[config.mk]
export PLATFORM = sky130hd
export DESIGN_NAME = hsv_to_rgb_converter_flat
export DESIGN_NICKNAME = d
export VERILOG_FILES = /design/src/rtl/hsv2rgb_pkg.sv /design/src/rtl/hsv2rgb_if.sv /design/src/rtl/hsv2rgb_chan.sv /design/src/rtl/hsv_to_rgb_converter.sv /design/src/flat_wrapper.sv
export SDC_FILE = /design/constraint.sdc
export NUM_CORES = 2
export LEC_CHECK = 0
export ABC_CLOCK_PERIOD_IN_PS = 10770
export BUFFER_PORTS_ARGS = -buffer_cell sky130_fd_sc_hd__buf_2
export CORE_MARGIN = 1.5
export CORE_UTILIZATION = 40
export CTS_CLUSTER_SIZE = 28
export DETAILED_ROUTE_END_ITERATION = 10
export GPL_TIMING_DRIVEN = 1
export SLEW_MARGIN = 20
export SYNTH_ARGS = -nofsm -noshare
export SYNTH_HDL_FRONTEND = slang
export SYNTH_SLANG_ARGS = --single-unit
[constraint.sdc]
create_clock -name i_clk -period 10.77 [get_ports i_clk]
set_clock_uncertainty 0.2 [all_clocks]
set_input_delay 1.077 -clock i_clk [delete_from_list [all_inputs] [get_ports i_clk]]
set_output_delay 1.077 -clock i_clk [all_outputs]
set_load 0.05 [all_outputs]
[src/rtl/hsv2rgb_pkg.sv]
// Shared types, constants and helper functions for the HSV to RGB converter.
package hsv2rgb_pkg;

    localparam int HUE_W  = 15;
    localparam int FRAC_W = 9;
    localparam int CHAN_W = 8;

    localparam logic [FRAC_W-1:0] FX_ONE       = 9'd256;
    localparam logic [11:0]       SECTOR_UNITS = 12'd3840;
    localparam logic [HUE_W-1:0]  HUE_FULL     = 15'd23040;
    // 256 * 3840: one full unit of the sector-scaled fraction
    localparam logic [19:0]       FULL_SCALE   = 20'd983040;
    // ceil(2^16 / 15); exact floor(y / 15) for y below 4096
    localparam logic [12:0]       RECIP15      = 13'd4370;

    // 60-degree hue sectors, red at sector zero
    typedef enum logic [2:0] {
        SEC_RED_YEL = 3'd0,
        SEC_YEL_GRN = 3'd1,
        SEC_GRN_CYN = 3'd2,
        SEC_CYN_BLU = 3'd3,
        SEC_BLU_MAG = 3'd4,
        SEC_MAG_RED = 3'd5
    } t_sector;

    // hue is already below HUE_FULL
    function automatic t_sector sector_of(input logic [HUE_W-1:0] hue);
        t_sector sec;
        if (hue >= 15'd19200)      sec = SEC_MAG_RED;
        else if (hue >= 15'd15360) sec = SEC_BLU_MAG;
        else if (hue >= 15'd11520) sec = SEC_CYN_BLU;
        else if (hue >= 15'd7680)  sec = SEC_GRN_CYN;
        else if (hue >= 15'd3840)  sec = SEC_YEL_GRN;
        else                       sec = SEC_RED_YEL;
        return sec;
    endfunction

    function automatic logic [HUE_W-1:0] sector_base(input t_sector sec);
        logic [HUE_W-1:0] base;
        case (sec)
            SEC_YEL_GRN: base = 15'd3840;
            SEC_GRN_CYN: base = 15'd7680;
            SEC_CYN_BLU: base = 15'd11520;
            SEC_BLU_MAG: base = 15'd15360;
            SEC_MAG_RED: base = 15'd19200;
            default:     base = 15'd0;
        endcase
        return base;
    endfunction

endpackage

[src/rtl/hsv2rgb_if.sv]
// Valid/ready channel interfaces for HSV pixel beats and RGB pixel beats.
interface hsv2rgb_in_if import hsv2rgb_pkg::*; ();
    logic              valid;
    logic              ready;
    logic [HUE_W-1:0]  hue;
    logic [FRAC_W-1:0] saturation;
    logic [FRAC_W-1:0] brightness;

    modport source (output valid, hue, saturation, brightness, input ready);
    modport sink   (input valid, hue, saturation, brightness, output ready);
endinterface

interface hsv2rgb_out_if import hsv2rgb_pkg::*; ();
    logic              valid;
    logic              ready;
    logic [CHAN_W-1:0] red;
    logic [CHAN_W-1:0] green;
    logic [CHAN_W-1:0] blue;

    modport source (output valid, red, green, blue, input ready);
    modport sink   (input valid, red, green, blue, output ready);
endinterface

[src/rtl/hsv2rgb_chan.sv]
// Two-stage scale of a v*n product to an 8-bit channel: floor(255*m / (15*2^24)).
module hsv2rgb_chan
    import hsv2rgb_pkg::*;
(
    input  logic              i_clk,
    input  logic              i_en,
    input  logic [27:0]       i_prod,
    output logic [CHAN_W-1:0] o_chan
);

    logic [35:0] n_x255;
    logic [11:0] r_y;
    logic [24:0] n_z;
    logic [CHAN_W-1:0] r_chan;

    // 255*m = 256*m - m; then drop 2^24
    assign n_x255 = {i_prod, 8'd0} - {8'd0, i_prod};
    // divide by 15 through the reciprocal
    assign n_z    = {13'd0, r_y} * {12'd0, RECIP15};

    always_ff @(posedge i_clk) begin
        if (i_en) begin
            r_y    <= n_x255[35:24];
            r_chan <= n_z[23:16];
        end
    end

    assign o_chan = r_chan;

endmodule

[src/rtl/hsv_to_rgb_converter.sv]
// HSV to 8-bit RGB pixel converter, six-stage pipeline.
// One pixel beat in per clock unless the output stalls, one RGB beat out per
// pixel, in order. Hue is in 1/64 degree units (23040 and above read as zero),
// saturation and brightness are fractions with 256 = 1.0 (larger codes clamp
// to 1.0). Each channel is the exact floor of 255 times its HSV fraction. The
// whole pipeline advances together whenever the output register is empty or
// being taken, so i_hsv.ready follows o_rgb.ready combinationally; holding
// o_rgb.ready low while a beat waits in the output register freezes every
// stage without losing a beat. Stages: 1 clamp and sector split, 2 the s*r,
// s*(3840-r) and (256-s)*3840 multiplies, 3 the multiply by brightness, 4-5
// the scale by 255/(15*2^24) in each channel unit, 6 the sector swizzle into
// the output.
module hsv_to_rgb_converter
    import hsv2rgb_pkg::*;
(
    input  logic           i_clk,
    input  logic           i_rst_n,
    hsv2rgb_in_if.sink     i_hsv,
    hsv2rgb_out_if.source  o_rgb
);

    localparam int STAGES = 6;

    logic              en;
    logic [STAGES-1:0] r_vld;

    // Pipeline moves as one when the output slot is free or drains.
    assign en          = ~r_vld[STAGES-1] | o_rgb.ready;
    assign i_hsv.ready = en;

    always_ff @(posedge i_clk) begin
        if (!i_rst_n) begin
            r_vld <= '0;
        end else if (en) begin
            r_vld <= {r_vld[STAGES-2:0], i_hsv.valid};
        end
    end

    // ---- stage 1: clamp, wrap hue, split into sector and position
    logic [FRAC_W-1:0] n1_s, n1_v;
    logic [HUE_W-1:0]  n1_hue;
    t_sector           n1_sec;
    logic [HUE_W-1:0]  n1_rem;
    logic [FRAC_W-1:0] r1_s, r1_v;
    t_sector           r1_sec;
    logic [11:0]       r1_r;

    always_comb begin
        n1_s   = (i_hsv.saturation > FX_ONE) ? FX_ONE : i_hsv.saturation;
        n1_v   = (i_hsv.brightness > FX_ONE) ? FX_ONE : i_hsv.brightness;
        n1_hue = (i_hsv.hue >= HUE_FULL) ? '0 : i_hsv.hue;
        n1_sec = sector_of(n1_hue);
        n1_rem = n1_hue - sector_base(n1_sec);
    end

    always_ff @(posedge i_clk) begin
        if (en) begin
            r1_s   <= n1_s;
            r1_v   <= n1_v;
            r1_sec <= n1_sec;
            r1_r   <= n1_rem[11:0];
        end
    end

    // ---- stage 2: sector-scaled numerators for p, q and t
    logic [19:0]       n2_sr, n2_srt, n2_np;
    logic [19:0]       r2_nq, r2_nt, r2_np;
    logic [FRAC_W-1:0] r2_v;
    t_sector           r2_sec;

    always_comb begin
        n2_sr  = 20'(r1_s) * 20'(r1_r);
        n2_srt = 20'(r1_s) * 20'(SECTOR_UNITS - r1_r);
        n2_np  = 20'(FX_ONE - r1_s) * 20'(SECTOR_UNITS);
    end

    always_ff @(posedge i_clk) begin
        if (en) begin
            r2_nq  <= FULL_SCALE - n2_sr;
            r2_nt  <= FULL_SCALE - n2_srt;
            r2_np  <= n2_np;
            r2_v   <= r1_v;
            r2_sec <= r1_sec;
        end
    end

    // ---- stage 3: times brightness
    logic [27:0]       r3_mq, r3_mt, r3_mp;
    logic [FRAC_W-1:0] r3_v;
    t_sector           r3_sec;

    always_ff @(posedge i_clk) begin
        if (en) begin
            r3_mq  <= 28'(r2_v) * 28'(r2_nq);
            r3_mt  <= 28'(r2_v) * 28'(r2_nt);
            r3_mp  <= 28'(r2_v) * 28'(r2_np);
            r3_v   <= r2_v;
            r3_sec <= r2_sec;
        end
    end

    // ---- stages 4-5: channel scaling; full-value channel alongside
    logic [CHAN_W-1:0] cq, ct, cp;
    logic [16:0]       n4_v255;
    logic [CHAN_W-1:0] r4_cv, r5_cv;
    t_sector           r4_sec, r5_sec;

    hsv2rgb_chan u_chan_q (.i_clk(i_clk), .i_en(en), .i_prod(r3_mq), .o_chan(cq));
    hsv2rgb_chan u_chan_t (.i_clk(i_clk), .i_en(en), .i_prod(r3_mt), .o_chan(ct));
    hsv2rgb_chan u_chan_p (.i_clk(i_clk), .i_en(en), .i_prod(r3_mp), .o_chan(cp));

    // floor(255*v/256)
    assign n4_v255 = {r3_v, 8'd0} - {8'd0, r3_v};

    always_ff @(posedge i_clk) begin
        if (en) begin
            r4_cv  <= n4_v255[15:8];
            r4_sec <= r3_sec;
            r5_cv  <= r4_cv;
            r5_sec <= r4_sec;
        end
    end

    // ---- stage 6: sector table into the output register
    logic [CHAN_W-1:0] n_red, n_green, n_blue;
    logic [CHAN_W-1:0] r_red, r_green, r_blue;

    always_comb begin
        case (r5_sec)
            SEC_YEL_GRN: begin n_red = cq;    n_green = r5_cv; n_blue = cp;    end
            SEC_GRN_CYN: begin n_red = cp;    n_green = r5_cv; n_blue = ct;    end
            SEC_CYN_BLU: begin n_red = cp;    n_green = cq;    n_blue = r5_cv; end
            SEC_BLU_MAG: begin n_red = ct;    n_green = cp;    n_blue = r5_cv; end
            SEC_MAG_RED: begin n_red = r5_cv; n_green = cp;    n_blue = cq;    end
            default:     begin n_red = r5_cv; n_green = ct;    n_blue = cp;    end
        endcase
    end

    always_ff @(posedge i_clk) begin
        if (en) begin
            r_red   <= n_red;
            r_green <= n_green;
            r_blue  <= n_blue;
        end
    end

    assign o_rgb.valid = r_vld[STAGES-1];
    assign o_rgb.red   = r_red;
    assign o_rgb.green = r_green;
    assign o_rgb.blue  = r_blue;

endmodule

[src/flat_wrapper.sv]
// flat-port wrapper written by rule: the top's interface ports become plain ports
module hsv_to_rgb_converter_flat import hsv2rgb_pkg::*;
  (i_clk, i_rst_n, i_hsv_valid, i_hsv_hue, i_hsv_saturation, i_hsv_brightness, i_hsv_ready, o_rgb_valid, o_rgb_red, o_rgb_green, o_rgb_blue, o_rgb_ready);
  hsv2rgb_in_if i_hsv_i ();
  hsv2rgb_out_if o_rgb_i ();
  input  logic i_clk;
  input  logic i_rst_n;
  input wire logic [$bits(i_hsv_i.valid)-1:0] i_hsv_valid;
  input wire logic [$bits(i_hsv_i.hue)-1:0] i_hsv_hue;
  input wire logic [$bits(i_hsv_i.saturation)-1:0] i_hsv_saturation;
  input wire logic [$bits(i_hsv_i.brightness)-1:0] i_hsv_brightness;
  output wire logic [$bits(i_hsv_i.ready)-1:0] i_hsv_ready;
  output wire logic [$bits(o_rgb_i.valid)-1:0] o_rgb_valid;
  output wire logic [$bits(o_rgb_i.red)-1:0] o_rgb_red;
  output wire logic [$bits(o_rgb_i.green)-1:0] o_rgb_green;
  output wire logic [$bits(o_rgb_i.blue)-1:0] o_rgb_blue;
  input wire logic [$bits(o_rgb_i.ready)-1:0] o_rgb_ready;
  assign i_hsv_i.valid = i_hsv_valid;
  assign i_hsv_i.hue = i_hsv_hue;
  assign i_hsv_i.saturation = i_hsv_saturation;
  assign i_hsv_i.brightness = i_hsv_brightness;
  assign i_hsv_ready = i_hsv_i.ready;
  assign o_rgb_valid = o_rgb_i.valid;
  assign o_rgb_red = o_rgb_i.red;
  assign o_rgb_green = o_rgb_i.green;
  assign o_rgb_blue = o_rgb_i.blue;
  assign o_rgb_i.ready = o_rgb_ready;
  hsv_to_rgb_converter u_core (.i_clk(i_clk), .i_rst_n(i_rst_n), .i_hsv(i_hsv_i), .o_rgb(o_rgb_i));
endmodule
### Word level (Yosys, flattened, before mapping)

Cells that the tools add are included.

* bits in registers: 305
* bits of input ports: 37
* output and inout bits: 26
* word-level logic and storage cells: 80

* $add $sub $neg: 9
* $mul: 9
* magnitude comparators: 8
* equality and inequality tests: 10
* multiplexer cells: 10
* bitwise logic cells: 2
* reduce and logical (&&, ||, !) cells: 4

Operator list (count)
* subtractor 36 x 28 -> 36 bit: 3
* case mux 8 bit (3 select lines): 3
* multiplier 12 x 12 -> 23 bit (second input constant): 3
* case mux 12 bit (5 select lines): 1
* multiplier 9 x 20 -> 28 bit: 2
* multiplier 9 x 12 -> 20 bit: 2
* subtractor 20 bit (first input constant): 2
* greater-or-equal comparator 15 x 14 -> 1 bit (second input constant): 2
* greater-or-equal comparator 15 bit (second input constant): 2
* multiplier 20 x 4 -> 12 bit (second input constant): 1
* multiplier 9 x 20 -> 20 bit: 1
* > comparator 9 bit (second input constant): 2
* subtractor 16 x 9 -> 16 bit: 1
* greater-or-equal comparator 15 x 12 -> 1 bit (second input constant): 1
* greater-or-equal comparator 15 x 13 -> 1 bit (second input constant): 1
* two-way mux 15 bit: 1
* subtractor 12 x 12 -> 13 bit (first input constant): 1
* == test 3 x 2 -> 1 bit (second input constant): 4
* == test 3 bit (second input constant): 4
* two-way mux 3 bit: 4
* subtractor 12 bit: 1
* subtractor 9 x 9 -> 10 bit (first input constant): 1
* OR reduction 2 bit: 4
* == test 3 x 1 -> 1 bit (second input constant): 2
* 3 further kinds: 3

### Longest topological paths before layout

* word-level depth: 11
* depth in mapped cells: 24

### Hierarchy

Synthesis repeated with hierarchy kept, for this count alone.

* cells, all modules: 4032
* area total of the unflattened synthesis: 39803.2 sq um

By module, submodules not included
* hsv_to_rgb_converter: times used 1, cells an instance 3135, area each 31049.8 sq um
* hsv2rgb_chan: times used 3, cells an instance 299, area each 2917.8 sq um

### Worst setup path after synthesis

OpenSTA, ideal clock, no wires.

* kind: input-to-output
* from: input o_rgb_ready
* to: output i_hsv_ready
* arrival time: 7.186 ns
* data required time: 9.493 ns
* slack: 2.307 ns
* stages on the path: 3
* buffers on the path: 1
* cells stage by stage: nor2b_1 -> clkbuf_1 -> inv_1

* word-level cells in the longest chain between the ends: 1

RTL lines
* start, declared: line flat_wrapper.sv:17 `input wire logic [$bits(o_rgb_i.ready)-1:0] o_rgb_ready;`
* bitwise OR 1 bit: line hsv_to_rgb_converter.sv:28 `assign en = ~r_vld[STAGES-1] | o_rgb.ready;`
* end, declared: line flat_wrapper.sv:12 `output wire logic [$bits(i_hsv_i.ready)-1:0] i_hsv_ready;`

No other way between the ends.

### Worst setup path in the final report

* from: register u_core.r1_r[3]
* to: register u_core.r2_nt[19], data pin

* word-level cells in the longest chain between the ends: 3

RTL lines
* start, declared: line hsv_to_rgb_converter.sv:46 `logic [11:0] r1_r;`
* start signal, assigned: line hsv_to_rgb_converter.sv:61 `r1_r <= n1_rem[11:0];`
* subtractor 12 x 12 -> 13 bit: line hsv_to_rgb_converter.sv:73 `n2_srt = 20'(r1_s) * 20'(SECTOR_UNITS - r1_r);`
* multiplier 9 x 20 -> 20 bit: line hsv_to_rgb_converter.sv:73
* subtractor 20 bit: line hsv_to_rgb_converter.sv:80 `r2_nt <= FULL_SCALE - n2_srt;`
* end signal, assigned: line hsv_to_rgb_converter.sv:80
* end, declared: line hsv_to_rgb_converter.sv:67 `logic [19:0] r2_nq, r2_nt, r2_np;`

No other way between the ends.
A chain may end at the register's enable or synchronous reset.

==> impl_metrics.toml <==
[status]
outcome = "completed"

[floorplanning]
die-area_um2 = 98770
initial_utilization_pct = 40.61
die_x_um = 314.3
pin_count = 63
core_um2 = 95440
num_rows = 113
dieHeight_um = 314.3

[layout]
area_growth_pct = 7.406
n_antenna_cell = 0
drive_gt1_share_pct = 4.205
final_cells = 5189
finalNetCount = 4938
fin_area_um2 = 41630
nFillCells = 9233

[clock_network]
clock_path_buffers = 3
cts-root-buf = "clkbuf_16"
ctsHoldBuffers = 0
cts_setup_buffers = 0
clk_latency_ps = 590
cts_resized = 0
path_clk_slew_ps = 60
cts_tree = "built"
htreeDepth = 2
clock_sinks = 295
cts_inserted_buffers = 39

[detailed_routing]
vias = 25760
dr.pass1.iters = 5
drt_iter0_drc = 1191
wirelength_um = 77260
avgViaCountPerCell = 4.963
drcViolationCount = 0
ant_nets = 0
wire_per_inst_um = 14.89

[sta]
max_freq_mhz = 143.9
relSlewSlack_pct = 34.04
period_needed_ps = 6948
slew_violations = 0
report.final.setup_viol = 0
period_share_pct = 64.51
hold_violations = 0
worst_slew_pin_slew_ps = 989.3
rsz0062_at_grt = "false"
fin_tns_setup_ps = 0

[place]
dpl-instance-area_um2 = 40260
dp_cells = 5121
port_buffers = 62
globalplace.congestion = 0.8379
dpl.hpwl_um = 60580

[logic_synthesis]
synth.avg_cell_area_um2 = 9.869
netlist_top_cells_area = "fa_1 (27%), edfxtp_1 (22%), ha_1 (16%)"
ys_ff_latch = 295
synth_most_common_cell = "inv_1"
yosys.cell_types.count = 70
synth-edff-count = 289
synth_common_cells = "inv_1 (699), fa_1 (517), ha_1 (487)"
synth_top_cell_by_area = "fa_1"
synthArstFlopShare_pct = 0
yosysSeqAreaShare_pct = 22.70
synth_cells = 3927
yosysWarnings = 0
syn-num-nets = 4968
synth_ff_type = "edfxtp_1"
yosysTopAreaCellShare_pct = 26.70
synth_area_um2 = 38760

[hold_path]
min_path_type = "reg2reg"

[critical_path]
critical_path_class = "reg2reg"
required_ps = 10910
worst_ep_arrival_time_ps = 7080
cp_max_fo = 12
critPathCaptureType = "flop"
r2r_slack_ps = 3820
cp-start-kind = "flop"

[global_routing]
grt_max_degree = 153
grt_first_pass_wirelength_um = 133100
track_usage_pct = 16.34
antenna_found_initial = 1
first_global_vias = 26950
grt-ovfl-total = 0

[job]
cap_violations = 0
==> cells by family (layout without fill, tap and decap cells) <==
family                     Yosys count  after routing  synth area share (%)
buffers and inverters              855            852                 8.284
AOI/OAI and AO/OA                  436            436                 7.390
and+or+nand+nor                   1122           1122                 14.23
muxes                               17             17                0.4423
DFF                                295            295                 22.70
xor gates and xnor gates           198            198                 4.523
adders and majority gates         1004           1004                 42.43
==> cell type report <==
cell class	count	area [um^2]	area share, %
sequential	295	8798	21.14
tap	1265	1583	3.802
timing repair buffer	85	495.5	1.190
clock inverter	24	376.6	0.9047
clock buffer	44	994.7	2.390
inverter	699	2631	6.321
multi-input combinational	2777	26750	64.26
==> per-layer routing <==
layer	wire (um)	share of wire [%]	track usage, %	up-vias
met4	1737	2.2	4.534	0
met3	2941	3.8	1.792	98
met2	35470	46	27.09	408
met1	37110	48	22.63	12660
li1	-	-	-	12590
met5	0	0	0	-
==> state kept, by name, indices dropped and copies added (netlist names), 9 cells and up <==
name and count:
u_core.r2_v 9, u_core.r3_v 9, u_core.r2_np 12, u_core.u_chan_q.r_y 12, u_core.r1_s 9, u_core.r3_mt 28, u_core.r2_nt 20, u_core.r3_mp 20
u_core.r1_r 12, u_core.u_chan_p.r_y 12, u_core.r2_nq 19, u_core.r1_v 9, u_core.r3_mq 27, u_core.u_chan_t.r_y 12
==> worst paths after layout <==
path,from,to,cells past startpoint
max reg2reg,u_core.r1_r[3],u_core.r2_nt[19],21
min reg2reg,u_core.r4_cv[0],u_core.r5_cv[0],0
min,u_core.r4_cv[0],u_core.r5_cv[0],0
max,u_core.r1_r[3],u_core.r2_nt[19],21
==> through the flow <==
stage,setup slack (ps),hold slack (ps),utilization [%]
after floorplan,2307,200.3,-
after global placement,3869,201.3,42.18
after detailed placement,3790,204.5,42.18
after CTS,3761,214.0,43.62
after global routing,3308,218.5,43.62
final,3822,215.9,43.62
==> critical path, cell delays in order (launching register included) <==
cell and delay [ps]:
edfxtp_1 530, or4_1 600, or3_4 390, or3_4 360, nand2_1 90, xor2_1 520, and2_1 240, fa_1 390
inv_1 80, fa_1 440, fa_1 540, inv_1 50, fa_1 470, inv_1 40, ha_1 270, ha_1 330
nand3_1 140, o21ai_0 270, nand3_1 150, a31oi_1 310, a211oi_1 150, xnor2_1 140
==> layout by cell type (no fill, tap or decap), types with 6 or more instances in the layout <==
cell type,Yosys,final
o21a_1,42,42
o21ai_0,79,79
edfxtp_1,289,289
o31ai_1,7,7
o21bai_1,15,15
nor3_1,37,37
and3_1,12,12
nand2b_1,27,27
nor2_1,119,119
nor4_1,15,15
or3_1,11,11
mux2i_1,16,16
nand3_1,30,30
nand4_1,25,25
nor2b_1,36,36
buf_2,1,62
clkbuf_16,0,39
and4_1,8,8
xnor2_1,151,151
fa_1,517,517
or4_1,8,8
o221ai_1,18,18
inv_1,699,698
dfxtp_1,6,6
a21oi_1,115,115
xor2_1,46,46
nand2_1,481,481
a211oi_1,11,11
o22ai_1,19,19
a2111oi_0,6,6
bufinv_16,0,8
buf_4,0,22
ha_1,487,487
a21o_1,52,52
a31oi_1,9,9
a21boi_0,9,9
and2_1,292,292
Power is not shown: default switching activity piles up to over one toggle a cycle in this logic, so the estimate is an artifact.
